--- src/jsf_pkg.sv ---
// ============================================================================
// jsf_pkg
// Shared types and constants for the jet substructure features unit.
// ============================================================================
package jsf_pkg;

    localparam int MAX_CONSTITUENTS = 64;

    localparam logic [12:0] PI_FX     = 13'd3217;
    localparam logic [12:0] TWO_PI_FX = 13'd6434;

    localparam logic [17:0] M18      = 18'h3FFFF;
    localparam logic [6:0]  M7       = 7'h7F;
    localparam logic [19:0] DSUM_MAX = 20'hFFFFF;
    localparam logic [41:0] SSUM_MAX = 42'h3FFFFFFFFFF;

    localparam logic [16:0] FRAC_ONE = 17'd65536;
    localparam logic [13:0] ANG_MAX  = 14'd16383;

    // configuration register indexes
    localparam logic [1:0] REG_RHO_MIN    = 2'd0;
    localparam logic [1:0] REG_RHO_MAX    = 2'd1;
    localparam logic [1:0] REG_JET_PT_MIN = 2'd2;

    // shared unit operations
    localparam logic OP_DIV  = 1'b0;
    localparam logic OP_SQRT = 1'b1;

    // command to the shared divide / square-root unit
    typedef struct packed {
        logic        start;
        logic        op;
        logic [5:0]  nbits;   // quotient bits (divide) or root bits (sqrt)
        logic [41:0] a;       // dividend or radicand
        logic [17:0] b;       // divisor
    } cmd_t;

endpackage

--- src/jsf_root_div.sv ---
// ============================================================================
// jsf_root_div
// Shared restoring divider and digit-by-digit square root, one result bit
// per cycle through a single subtract-and-compare.
// ============================================================================
module jsf_root_div
(
    input  logic          clk,
    input  logic          rst_n,
    input  jsf_pkg::cmd_t cmd,
    output logic          done,
    output logic [41:0]   result
);

    logic        busy_reg, busy_next;
    logic        done_reg, done_next;
    logic [5:0]  cnt_reg, cnt_next;
    logic        op_reg;
    logic [41:0] a_reg;
    logic [17:0] b_reg;
    logic [24:0] rem_reg;
    logic [41:0] q_reg;

    logic [5:0]  i_div, i_hi, i_lo;
    logic [24:0] rem_sh, trial, rem_new;
    logic [25:0] diff;
    logic        ge;

    always_comb
    begin
        i_div = cnt_reg - 6'd1;
        i_hi  = {cnt_reg[4:0], 1'b0} - 6'd1;
        i_lo  = {cnt_reg[4:0], 1'b0} - 6'd2;
        if (op_reg == jsf_pkg::OP_SQRT)
        begin
            rem_sh = {rem_reg[22:0], a_reg[i_hi], a_reg[i_lo]};
            trial  = {2'b00, q_reg[20:0], 2'b01};
        end
        else
        begin
            rem_sh = {rem_reg[23:0], a_reg[i_div]};
            trial  = {7'd0, b_reg};
        end
        diff    = {1'b0, rem_sh} - {1'b0, trial};
        ge      = !diff[25];
        rem_new = ge ? diff[24:0] : rem_sh;
    end

    always_comb
    begin
        busy_next = busy_reg;
        cnt_next  = cnt_reg;
        done_next = 1'b0;
        if (cmd.start)
        begin
            busy_next = 1'b1;
            cnt_next  = cmd.nbits;
        end
        else if (busy_reg)
        begin
            cnt_next = cnt_reg - 6'd1;
            if (cnt_reg == 6'd1)
            begin
                busy_next = 1'b0;
                done_next = 1'b1;
            end
        end
    end

    always_ff @(posedge clk or negedge rst_n)
    begin
        if (!rst_n)
        begin
            busy_reg <= 1'b0;
            done_reg <= 1'b0;
            cnt_reg  <= 6'd0;
        end
        else
        begin
            busy_reg <= busy_next;
            done_reg <= done_next;
            cnt_reg  <= cnt_next;
        end
    end

    always_ff @(posedge clk)
    begin
        if (cmd.start)
        begin
            op_reg  <= cmd.op;
            a_reg   <= cmd.a;
            b_reg   <= cmd.b;
            rem_reg <= 25'd0;
            q_reg   <= 42'd0;
        end
        else if (busy_reg)
        begin
            rem_reg <= rem_new;
            q_reg   <= {q_reg[40:0], ge};
        end
    end

    assign done   = done_reg;
    assign result = q_reg;

endmodule

--- src/jet_substructure_features_unit.sv ---
// ============================================================================
// jet_substructure_features_unit
// Per-jet substructure observables from a stream of constituents.
// ============================================================================
// One constituent item is taken at a time; s_tready is low while it is
// processed. A non-final item passes through the accept state, five squarings
// on the shared multiplier, and two square roots (19 and 15 root bits) and an
// 18-bit divide by n on one shared bit-serial divide/square-root unit. With a
// zero count the divide is skipped. The final item of a jet then adds the lead
// fraction (34-bit divide, skipped when it saturates or jet pt is zero),
// angularity (20-bit divide), pt spread (42-bit divide then 21-bit root) and
// the load of the output register; a zero count skips angularity and pt
// spread. The result waits in an output register and the next jet's items are
// taken meanwhile; a further result stalls until that register is free.
module jet_substructure_features_unit
(
    input  logic         clk,
    input  logic         rst_n,
    // jet_pt[17:0] jet_eta[31:18] jet_phi[44:32] n_constituents[51:45]
    // part_pt[69:52] part_eta[83:70] part_phi[96:84] vertex_x[115:97]
    // vertex_y[134:116], zero pad [135]
    input  logic [135:0] s_tdata,
    input  logic         s_tlast,   // last_in_jet
    input  logic         s_tvalid,
    output logic         s_tready,
    // constituent_count[6:0] secondary_count[13:7] max_radius[31:14]
    // lead_fraction[48:32] angularity[62:49] pt_spread[80:63]
    // jet_pass[81] count_error[82], zero pad [87:83]
    output logic [87:0]  m_tdata,
    output logic         m_tvalid,
    input  logic         m_tready,
    input  logic         cfg_valid,
    output logic         cfg_ready,
    input  logic [1:0]   cfg_index,
    input  logic [17:0]  cfg_data
);

    localparam logic [4:0] S_IDLE    = 5'd0;
    localparam logic [4:0] S_SQX     = 5'd1;
    localparam logic [4:0] S_SQY     = 5'd2;
    localparam logic [4:0] S_RAD_GO  = 5'd3;
    localparam logic [4:0] S_RAD_WT  = 5'd4;
    localparam logic [4:0] S_SQE     = 5'd5;
    localparam logic [4:0] S_SQP     = 5'd6;
    localparam logic [4:0] S_RDS_GO  = 5'd7;
    localparam logic [4:0] S_RDS_WT  = 5'd8;
    localparam logic [4:0] S_MEAN_GO = 5'd9;
    localparam logic [4:0] S_MEAN_WT = 5'd10;
    localparam logic [4:0] S_DEV     = 5'd11;
    localparam logic [4:0] S_FRAC_GO = 5'd12;
    localparam logic [4:0] S_FRAC_WT = 5'd13;
    localparam logic [4:0] S_ANG_GO  = 5'd14;
    localparam logic [4:0] S_ANG_WT  = 5'd15;
    localparam logic [4:0] S_SDIV_GO = 5'd16;
    localparam logic [4:0] S_SDIV_WT = 5'd17;
    localparam logic [4:0] S_SPR_GO  = 5'd18;
    localparam logic [4:0] S_SPR_WT  = 5'd19;
    localparam logic [4:0] S_OUT     = 5'd20;

    logic [4:0]  state_reg, state_next;

    logic [17:0] rho_min_reg, rho_max_reg, jet_pt_min_reg;

    logic [6:0]  seen_reg, seen_next;
    logic [6:0]  sec_reg, sec_next;
    logic [17:0] peak_reg, peak_next;
    logic [17:0] lead_reg, lead_next;
    logic [19:0] dsum_reg, dsum_next;
    logic [41:0] ssum_reg, ssum_next;
    logic        m_tvalid_reg, m_tvalid_next;

    logic [17:0] jpt_reg, ppt_reg, mean_reg;
    logic [6:0]  n_reg;
    logic [18:0] ax_reg, ay_reg;
    logic [13:0] deta_reg;
    logic [11:0] dphi_reg;
    logic        last_reg;
    logic [37:0] acc_reg;
    logic [16:0] frac_reg;
    logic [13:0] ang_reg;
    logic [17:0] spr_reg;
    logic [87:0] m_tdata_reg;

    // item field views
    logic [17:0]        in_jpt, in_ppt;
    logic signed [13:0] in_jeta, in_peta;
    logic signed [12:0] in_jphi, in_pphi;
    logic [6:0]         in_n, in_n_clamp;
    logic signed [18:0] in_vx, in_vy;

    logic signed [14:0] eta_d;
    logic signed [13:0] phi_d;
    logic signed [19:0] vx_e, vy_e;
    logic [13:0]        deta_w;
    logic [12:0]        dphi_abs;
    logic [11:0]        dphi_w;
    logic [18:0]        ax_w, ay_w;

    logic [18:0] mul_a, mul_b;
    logic [37:0] prod;
    logic [17:0] dev;
    logic [20:0] dsum_add;
    logic [42:0] ssum_add;
    logic        accept, out_free;

    jsf_pkg::cmd_t cmd;
    logic          u_done;
    logic [41:0]   u_res;

    jsf_root_div u_root_div
    (
        .clk    (clk),
        .rst_n  (rst_n),
        .cmd    (cmd),
        .done   (u_done),
        .result (u_res)
    );

    assign s_tready  = (state_reg == S_IDLE);
    assign cfg_ready = 1'b1;
    assign accept    = s_tvalid && s_tready;
    assign out_free  = !m_tvalid_reg || m_tready;
    assign m_tvalid  = m_tvalid_reg;
    assign m_tdata   = m_tdata_reg;

    always_comb
    begin
        in_jpt  = s_tdata[17:0];
        in_jeta = s_tdata[31:18];
        in_jphi = s_tdata[44:32];
        in_n    = s_tdata[51:45];
        in_ppt  = s_tdata[69:52];
        in_peta = s_tdata[83:70];
        in_pphi = s_tdata[96:84];
        in_vx   = s_tdata[115:97];
        in_vy   = s_tdata[134:116];

        in_n_clamp = (in_n > 7'(jsf_pkg::MAX_CONSTITUENTS))
                   ? 7'(jsf_pkg::MAX_CONSTITUENTS) : in_n;

        eta_d  = {in_peta[13], in_peta} - {in_jeta[13], in_jeta};
        deta_w = eta_d[14] ? 14'(-eta_d) : eta_d[13:0];

        phi_d    = {in_pphi[12], in_pphi} - {in_jphi[12], in_jphi};
        dphi_abs = phi_d[13] ? 13'(-phi_d) : phi_d[12:0];
        // wrap across pi; beyond two pi the distance is taken as zero
        if (dphi_abs > jsf_pkg::PI_FX)
            dphi_w = (dphi_abs > jsf_pkg::TWO_PI_FX)
                   ? 12'd0 : 12'(jsf_pkg::TWO_PI_FX - dphi_abs);
        else
            dphi_w = dphi_abs[11:0];

        vx_e = {in_vx[18], in_vx};
        vy_e = {in_vy[18], in_vy};
        ax_w = vx_e[19] ? 19'(-vx_e) : vx_e[18:0];
        ay_w = vy_e[19] ? 19'(-vy_e) : vy_e[18:0];
    end

    assign dev = (ppt_reg > mean_reg) ? (ppt_reg - mean_reg) : (mean_reg - ppt_reg);

    always_comb
    begin
        case (state_reg)
            S_SQX:
            begin
                mul_a = ax_reg;
                mul_b = ax_reg;
            end
            S_SQY:
            begin
                mul_a = ay_reg;
                mul_b = ay_reg;
            end
            S_SQE:
            begin
                mul_a = {5'd0, deta_reg};
                mul_b = {5'd0, deta_reg};
            end
            S_SQP:
            begin
                mul_a = {7'd0, dphi_reg};
                mul_b = {7'd0, dphi_reg};
            end
            default:
            begin
                mul_a = {1'b0, dev};
                mul_b = {1'b0, dev};
            end
        endcase
    end

    assign prod     = mul_a * mul_b;
    assign dsum_add = {1'b0, dsum_reg} + {6'd0, u_res[14:0]};
    assign ssum_add = {1'b0, ssum_reg} + {5'd0, prod};

    always_comb
    begin
        state_next    = state_reg;
        seen_next     = seen_reg;
        sec_next      = sec_reg;
        peak_next     = peak_reg;
        lead_next     = lead_reg;
        dsum_next     = dsum_reg;
        ssum_next     = ssum_reg;
        m_tvalid_next = m_tvalid_reg;
        cmd           = '0;

        if (m_tvalid_reg && m_tready)
            m_tvalid_next = 1'b0;

        case (state_reg)
            S_IDLE:
            begin
                if (accept)
                begin
                    if (seen_reg != jsf_pkg::M7)
                        seen_next = seen_reg + 7'd1;
                    if (in_ppt > lead_reg)
                        lead_next = in_ppt;
                    state_next = S_SQX;
                end
            end
            S_SQX:
                state_next = S_SQY;
            S_SQY:
                state_next = S_RAD_GO;
            S_RAD_GO:
            begin
                cmd.start  = 1'b1;
                cmd.op     = jsf_pkg::OP_SQRT;
                cmd.nbits  = 6'd19;
                cmd.a      = {4'd0, acc_reg};
                state_next = S_RAD_WT;
            end
            S_RAD_WT:
            begin
                if (u_done)
                begin
                    if ((u_res[18:0] > {1'b0, rho_min_reg})
                        && (u_res[18:0] <= {1'b0, rho_max_reg}))
                    begin
                        if (sec_reg != jsf_pkg::M7)
                            sec_next = sec_reg + 7'd1;
                        if (u_res[17:0] > peak_reg)
                            peak_next = u_res[17:0];
                    end
                    state_next = S_SQE;
                end
            end
            S_SQE:
                state_next = S_SQP;
            S_SQP:
                state_next = S_RDS_GO;
            S_RDS_GO:
            begin
                cmd.start  = 1'b1;
                cmd.op     = jsf_pkg::OP_SQRT;
                cmd.nbits  = 6'd15;
                cmd.a      = {4'd0, acc_reg};
                state_next = S_RDS_WT;
            end
            S_RDS_WT:
            begin
                if (u_done)
                begin
                    dsum_next  = dsum_add[20] ? jsf_pkg::DSUM_MAX : dsum_add[19:0];
                    state_next = S_MEAN_GO;
                end
            end
            S_MEAN_GO:
            begin
                if (n_reg == 7'd0)
                    state_next = S_DEV;
                else
                begin
                    cmd.start  = 1'b1;
                    cmd.op     = jsf_pkg::OP_DIV;
                    cmd.nbits  = 6'd18;
                    cmd.a      = {24'd0, jpt_reg};
                    cmd.b      = {11'd0, n_reg};
                    state_next = S_MEAN_WT;
                end
            end
            S_MEAN_WT:
            begin
                if (u_done)
                    state_next = S_DEV;
            end
            S_DEV:
            begin
                ssum_next  = ssum_add[42] ? jsf_pkg::SSUM_MAX : ssum_add[41:0];
                state_next = last_reg ? S_FRAC_GO : S_IDLE;
            end
            S_FRAC_GO:
            begin
                if ((jpt_reg == 18'd0) || (lead_reg >= jpt_reg))
                    state_next = S_ANG_GO;
                else
                begin
                    cmd.start  = 1'b1;
                    cmd.op     = jsf_pkg::OP_DIV;
                    cmd.nbits  = 6'd34;
                    cmd.a      = {8'd0, lead_reg, 16'd0};
                    cmd.b      = jpt_reg;
                    state_next = S_FRAC_WT;
                end
            end
            S_FRAC_WT:
            begin
                if (u_done)
                    state_next = S_ANG_GO;
            end
            S_ANG_GO:
            begin
                if (n_reg == 7'd0)
                    state_next = S_OUT;
                else
                begin
                    cmd.start  = 1'b1;
                    cmd.op     = jsf_pkg::OP_DIV;
                    cmd.nbits  = 6'd20;
                    cmd.a      = {22'd0, dsum_reg};
                    cmd.b      = {11'd0, n_reg};
                    state_next = S_ANG_WT;
                end
            end
            S_ANG_WT:
            begin
                if (u_done)
                    state_next = S_SDIV_GO;
            end
            S_SDIV_GO:
            begin
                cmd.start  = 1'b1;
                cmd.op     = jsf_pkg::OP_DIV;
                cmd.nbits  = 6'd42;
                cmd.a      = ssum_reg;
                cmd.b      = {11'd0, n_reg};
                state_next = S_SDIV_WT;
            end
            S_SDIV_WT:
            begin
                if (u_done)
                    state_next = S_SPR_GO;
            end
            S_SPR_GO:
            begin
                // radicand is the quotient still held in the unit
                cmd.start  = 1'b1;
                cmd.op     = jsf_pkg::OP_SQRT;
                cmd.nbits  = 6'd21;
                cmd.a      = u_res;
                state_next = S_SPR_WT;
            end
            S_SPR_WT:
            begin
                if (u_done)
                    state_next = S_OUT;
            end
            S_OUT:
            begin
                if (out_free)
                begin
                    m_tvalid_next = 1'b1;
                    seen_next     = 7'd0;
                    sec_next      = 7'd0;
                    peak_next     = 18'd0;
                    lead_next     = 18'd0;
                    dsum_next     = 20'd0;
                    ssum_next     = 42'd0;
                    state_next    = S_IDLE;
                end
            end
            default:
                state_next = S_IDLE;
        endcase
    end

    always_ff @(posedge clk or negedge rst_n)
    begin
        if (!rst_n)
        begin
            state_reg      <= S_IDLE;
            seen_reg       <= 7'd0;
            sec_reg        <= 7'd0;
            peak_reg       <= 18'd0;
            lead_reg       <= 18'd0;
            dsum_reg       <= 20'd0;
            ssum_reg       <= 42'd0;
            m_tvalid_reg   <= 1'b0;
            rho_min_reg    <= 18'd41;
            rho_max_reg    <= 18'd4096;
            jet_pt_min_reg <= 18'd1280;
        end
        else
        begin
            state_reg    <= state_next;
            seen_reg     <= seen_next;
            sec_reg      <= sec_next;
            peak_reg     <= peak_next;
            lead_reg     <= lead_next;
            dsum_reg     <= dsum_next;
            ssum_reg     <= ssum_next;
            m_tvalid_reg <= m_tvalid_next;
            if (cfg_valid && cfg_ready)
            begin
                case (cfg_index)
                    jsf_pkg::REG_RHO_MIN:    rho_min_reg    <= cfg_data;
                    jsf_pkg::REG_RHO_MAX:    rho_max_reg    <= cfg_data;
                    jsf_pkg::REG_JET_PT_MIN: jet_pt_min_reg <= cfg_data;
                    default:                 ;
                endcase
            end
        end
    end

    // payload registers
    always_ff @(posedge clk)
    begin
        if (accept)
        begin
            jpt_reg  <= in_jpt;
            ppt_reg  <= in_ppt;
            n_reg    <= in_n_clamp;
            ax_reg   <= ax_w;
            ay_reg   <= ay_w;
            deta_reg <= deta_w;
            dphi_reg <= dphi_w;
            last_reg <= s_tlast;
        end
        case (state_reg)
            S_SQX, S_SQE:
                acc_reg <= prod;
            S_SQY, S_SQP:
                acc_reg <= acc_reg + prod;
            S_MEAN_GO:
                mean_reg <= 18'd0;
            S_MEAN_WT:
                if (u_done)
                    mean_reg <= u_res[17:0];
            S_FRAC_GO:
            begin
                if (jpt_reg == 18'd0)
                    frac_reg <= 17'd0;
                else
                    frac_reg <= jsf_pkg::FRAC_ONE;
            end
            S_FRAC_WT:
                if (u_done)
                    frac_reg <= u_res[16:0];
            S_ANG_GO:
            begin
                ang_reg <= 14'd0;
                spr_reg <= 18'd0;
            end
            S_ANG_WT:
                if (u_done)
                    ang_reg <= (u_res > {28'd0, jsf_pkg::ANG_MAX})
                             ? jsf_pkg::ANG_MAX : u_res[13:0];
            S_SPR_WT:
                if (u_done)
                    spr_reg <= (u_res[20:18] != 3'd0) ? jsf_pkg::M18 : u_res[17:0];
            S_OUT:
                if (out_free)
                    m_tdata_reg <= {5'd0,
                                    ((n_reg == 7'd0) || (jpt_reg == 18'd0)),
                                    (jpt_reg > jet_pt_min_reg),
                                    spr_reg, ang_reg, frac_reg,
                                    peak_reg, sec_reg, seen_reg};
            default:
                ;
        endcase
    end

    // the shared unit only finishes while the sequencer waits for it
    a_done_in_wait: assert property (@(posedge clk) disable iff (!rst_n)
        u_done |-> ((state_reg == S_RAD_WT) || (state_reg == S_RDS_WT)
                 || (state_reg == S_MEAN_WT) || (state_reg == S_FRAC_WT)
                 || (state_reg == S_ANG_WT) || (state_reg == S_SDIV_WT)
                 || (state_reg == S_SPR_WT)))
        else $error("shared unit finished outside a wait state");

    // delivering a jet clears its accumulators
    a_clear_after_out: assert property (@(posedge clk) disable iff (!rst_n)
        ((state_reg == S_OUT) && out_free) |=>
            (m_tvalid && (seen_reg == 7'd0) && (dsum_reg == 20'd0)
             && (state_reg == S_IDLE)))
        else $error("accumulators not cleared after result");

    // a non-final item never raises a result
    a_no_spurious: assert property (@(posedge clk) disable iff (!rst_n)
        $rose(m_tvalid) |-> ($past(state_reg) == S_OUT))
        else $error("result raised outside output state");

endmodule
--- config.mk ---
export PLATFORM = sky130hd
export DESIGN_NAME = jet_substructure_features_unit
export DESIGN_NICKNAME = d
export VERILOG_FILES = /design/src/jsf_pkg.sv /design/src/jsf_root_div.sv /design/src/jet_substructure_features_unit.sv
export SDC_FILE = /design/constraint.sdc
export NUM_CORES = 2
export LEC_CHECK = 0
export ABC_AREA = 1
export ABC_CLOCK_PERIOD_IN_PS = 10850
export BUFFER_PORTS_ARGS = -buffer_cell sky130_fd_sc_hd__buf_4
export CORE_MARGIN = 2
export CORE_UTILIZATION = 55
export DETAILED_ROUTE_END_ITERATION = 6
export GPL_TIMING_DRIVEN = 0
export PLACE_DENSITY = 0.71
export REMOVE_ABC_BUFFERS = 1
export SLEW_MARGIN = 20
export SYNTH_ARGS = -nofsm -noshare
export SYNTH_HDL_FRONTEND = slang
export SYNTH_HIERARCHICAL = 1
export SYNTH_SLANG_ARGS = --single-unit
--- constraint.sdc ---
create_clock -name clk -period 10.85 [get_ports clk]
set_clock_uncertainty 0.1 [all_clocks]
set_input_delay 2.17 -clock clk [delete_from_list [all_inputs] [get_ports clk]]
set_output_delay 2.17 -clock clk [all_outputs]
set_load 0.01 [all_outputs]
==> results by group <==
Placed design
  – Detailed-placement wirelength estimate: 119000 um
  – Placed Cells: 7476
  – DP Area: 52900 sq um
  – Final GP Congestion: 1.01
  – Port Buf Inserts: 245

GRT
  – Met1 Use GR: 42.9%
  – Met2 Use GR: 52.8%
  – Total gr overflow: 0
  – Total GRT Usage: 32.8%
  – Met3 Use GR: 7.22%
  – Vias in the first global route: 41900
  – Initial antenna violation count: 4
  – Gr busiest metal: met2
  – Largest net degree at the start of global routing: 92
  – First-pass GRT wire length: 236000 um

Cells and area
  – Ant diodes: 0
  – Fill count: 7598
  – Design Area, Final: 57300 sq um
  – Max FFs per register: 83
  – Layout area overhead: 15.5%
  – Final net count: 7299
  – Fin cells: 7692
  – Post-Route Utilization: 63.9%
  – Proportion of layout cells with a drive suffix above 1: 12.3%

Critical path
  – Critical Path Slowest Stage Cell: fa_1
  – Arrival @ worst endpoint: 10.89 ns
  – Endpoint class of the critical path: register
  – CP dominant cell by count: inv_1
  – CP Max Fanout: 14
  – Worst reg2reg setup slack: 0.32 ns
  – Setup CP Type: reg -> reg
  – CP max stage delay: 0.59 ns
  – Critical Path Start Type: register
  – WP data required: 11.21 ns

CTS
  – Clock transition at path regs: 0.06 ns
  – Clock latency on the worst-skew pair: 0.65 ns
  – Total CTS buffers: 67
  – H-tree depth: 3
  – CTS Buffer Depth: 3
  – CTS tree: built
  – Hold-fix buffers, CTS: 0
  – Root buffer cell: clkbuf_16
  – Clock sink total: 603

Job
  – Maxcap violations: 0

Route
  – Drt via density: 5.65
  – Antenna-violating nets left: 0
  – Detailed-route wire length: 154000 um
  – # DRC: 0
  – Wire length per cell: 20.0 um
  – Via Count: 43500
  – Violation count after the first detailed-route iteration: 4007
  – TritonRoute pass-1 iters: 6

STA
  – Max Fclk: 0.0950 GHz
  – Final setup vio count: 0
  – Fin crit share: 97.0%
  – Slew @ Worst Pin: 1.11 ns
  – Max Slew Vio Count: 0
  – Sum of negative setup slack: 0 ns
  – Min cycle time layout: 10.53 ns
  – Fin. Hold Viols: 0
  – Relative slew slack: 25.4%

Yosys
  – Netlist cell types: 72
  – Synth Flop Type: edfxtp_1
  – Largest family of logic cells by synthesized area: adder cells
  – Ranking of synthesized cells by area: edfxtp_1, ha_1, fa_1
  – Syn avg cell area: 8.05 sq um
  – Mapped Cells: 6172
  – Post-Syn Area: 49700 sq um
  – Warnings, synthesis: 6
  – Synth top area share: 21.6%
  – Ys async rst share: 29.9%
  – Synth area leader: edfxtp_1
  – Seq/Total Area, Yosys: 33.3%
  – Simple-Gate Fraction of Synth Area: 18.9%
  – Synth Area in XOR/XNOR: 3.42%
  – Mux share of post-synthesis cell area: 0%
  – Compound-Gate Fraction of Synth Area: 13.0%
  – Post-synth EDFFs: 357
  – Adder-Cell Fraction of Synth Area: 20.9%
  – Seq cells post-synth: 603

Die
  – Die ar.: 92700 sq um
  – I/O pins: 253
  – Initial core utilization: 55.3%
  – Die W: 304 um
  – Rows: 110
  – Die Y-Extent: 304 um
  – Core box area: 89700 sq um

Run status
  – Status: completed

Hold path
  – Hold crit path type: reg -> reg
[kinds of logic after synthesis]
kind of cell	Yosys count
and+or+nand+nor	2235
buffers and inverters	1341
AOI/OAI and AO/OA	1121
adders and majority gates	676
DFF	603
xor gates and xnor gates	194
other	2
[per-layer routing]
| metal | up-vias | share of wire [%] |
|---|---|---|
| met2 | 1879 | 46 |
| met3 | 352 | 9.7 |
| met1 | 20600 | 40 |
| li1 | 20700 | - |
| met4 | 8 | 4.5 |
| met5 | - | 0.044 |
[layout by cell type, fill, tap and decap left out, types with 66 or more instances in the layout]
master / synthesis / final
dfxtp_1: 66 / 66
nor2_1: 467 / 427
nand3_1: 269 / 253
inv_1: 1169 / 1154
fa_1: 257 / 256
dfrtp_1: 174 / 173
ha_1: 419 / 394
xor2_1: 134 / 120
a21oi_1: 351 / 339
nand2_1: 1242 / 1214
clkbuf_16: 0 / 67
buf_4: 14 / 318
o21ai_0: 419 / 400
edfxtp_1: 357 / 357
o22ai_1: 73 / 73
[worst max-delay path, delay by kind of cell, from the launching register on]
family | cells | cell delay (ns)
xor+xnor | 1 | 0.21
fa+ha+maj | 10 | 4.09
buf+inv | 13 | 1.60
flops | 1 | 0.39
simple gates | 11 | 1.48
compound gates | 16 | 2.43
[cell type report]
class	count	area [sq um]	share of cell area, %
multi-input combinational	4235	29200	51.0
sequential	603	16600	28.9
inverter	1191	4540	7.91
timing repair buffer	363	3200	5.58
clock buffer	87	1780	3.11
tap	1176	1470	2.57
clock inverter	37	553	0.964
[stage by stage]
stage,worst slack (ns),hold WS (ns)
2_1_floorplan,-0.205,0.300
3_3_place_gp,-5.31,0.301
3_5_place_dp,-2.60,0.305
4_1_cts,0.000860,0.316
5_1_grt,-0.121,0.324
6_report,0.324,0.313
[cells in the mapped netlist (all sizes together) (31+ instances only)]
cell    count
a21oi     355
a221oi     31
a31oi      37
buf        56
clkbuf     94
dfrtp     174
dfxtp      66
edfxtp    357
fa        257
ha        419
inv      1180
nand2    1281
nand3     273
nand4      50
nor2      477
nor3       47
o211ai     35
o21ai     457
o22ai      74
or2        53
xnor2      60
xor2      134
[worst paths after layout]
kind,startpoint,end,depth (start not counted)
max reg2reg,ppt_reg[0]$_DFFE_PP_,ssum_reg[0]$_DFFE_PN0P_,51
min in group asynchronous,rst_n,jet_pt_min_reg[4]$_DFFE_PN0P_,1
max in group asynchronous,rst_n,lead_reg[12]$_DFFE_PN0P_,2
min,frac_reg[3]$_SDFFCE_PN0P_,m_tdata[35]$_DFFE_PP_,0
min reg2reg,frac_reg[3]$_SDFFCE_PN0P_,m_tdata[35]$_DFFE_PP_,0
max,ppt_reg[0]$_DFFE_PP_,ssum_reg[0]$_DFFE_PN0P_,51
[what timing repair did]
action	in CTS	in global routing
cloned	3	0
pin swaps	19	43
gates resized for setup	84	187
setup buffers	53	37
setup endpoints to repair	67	58
Power is not shown: default switching activity piles up to over one toggle a cycle in this logic, so the estimate is an artifact.
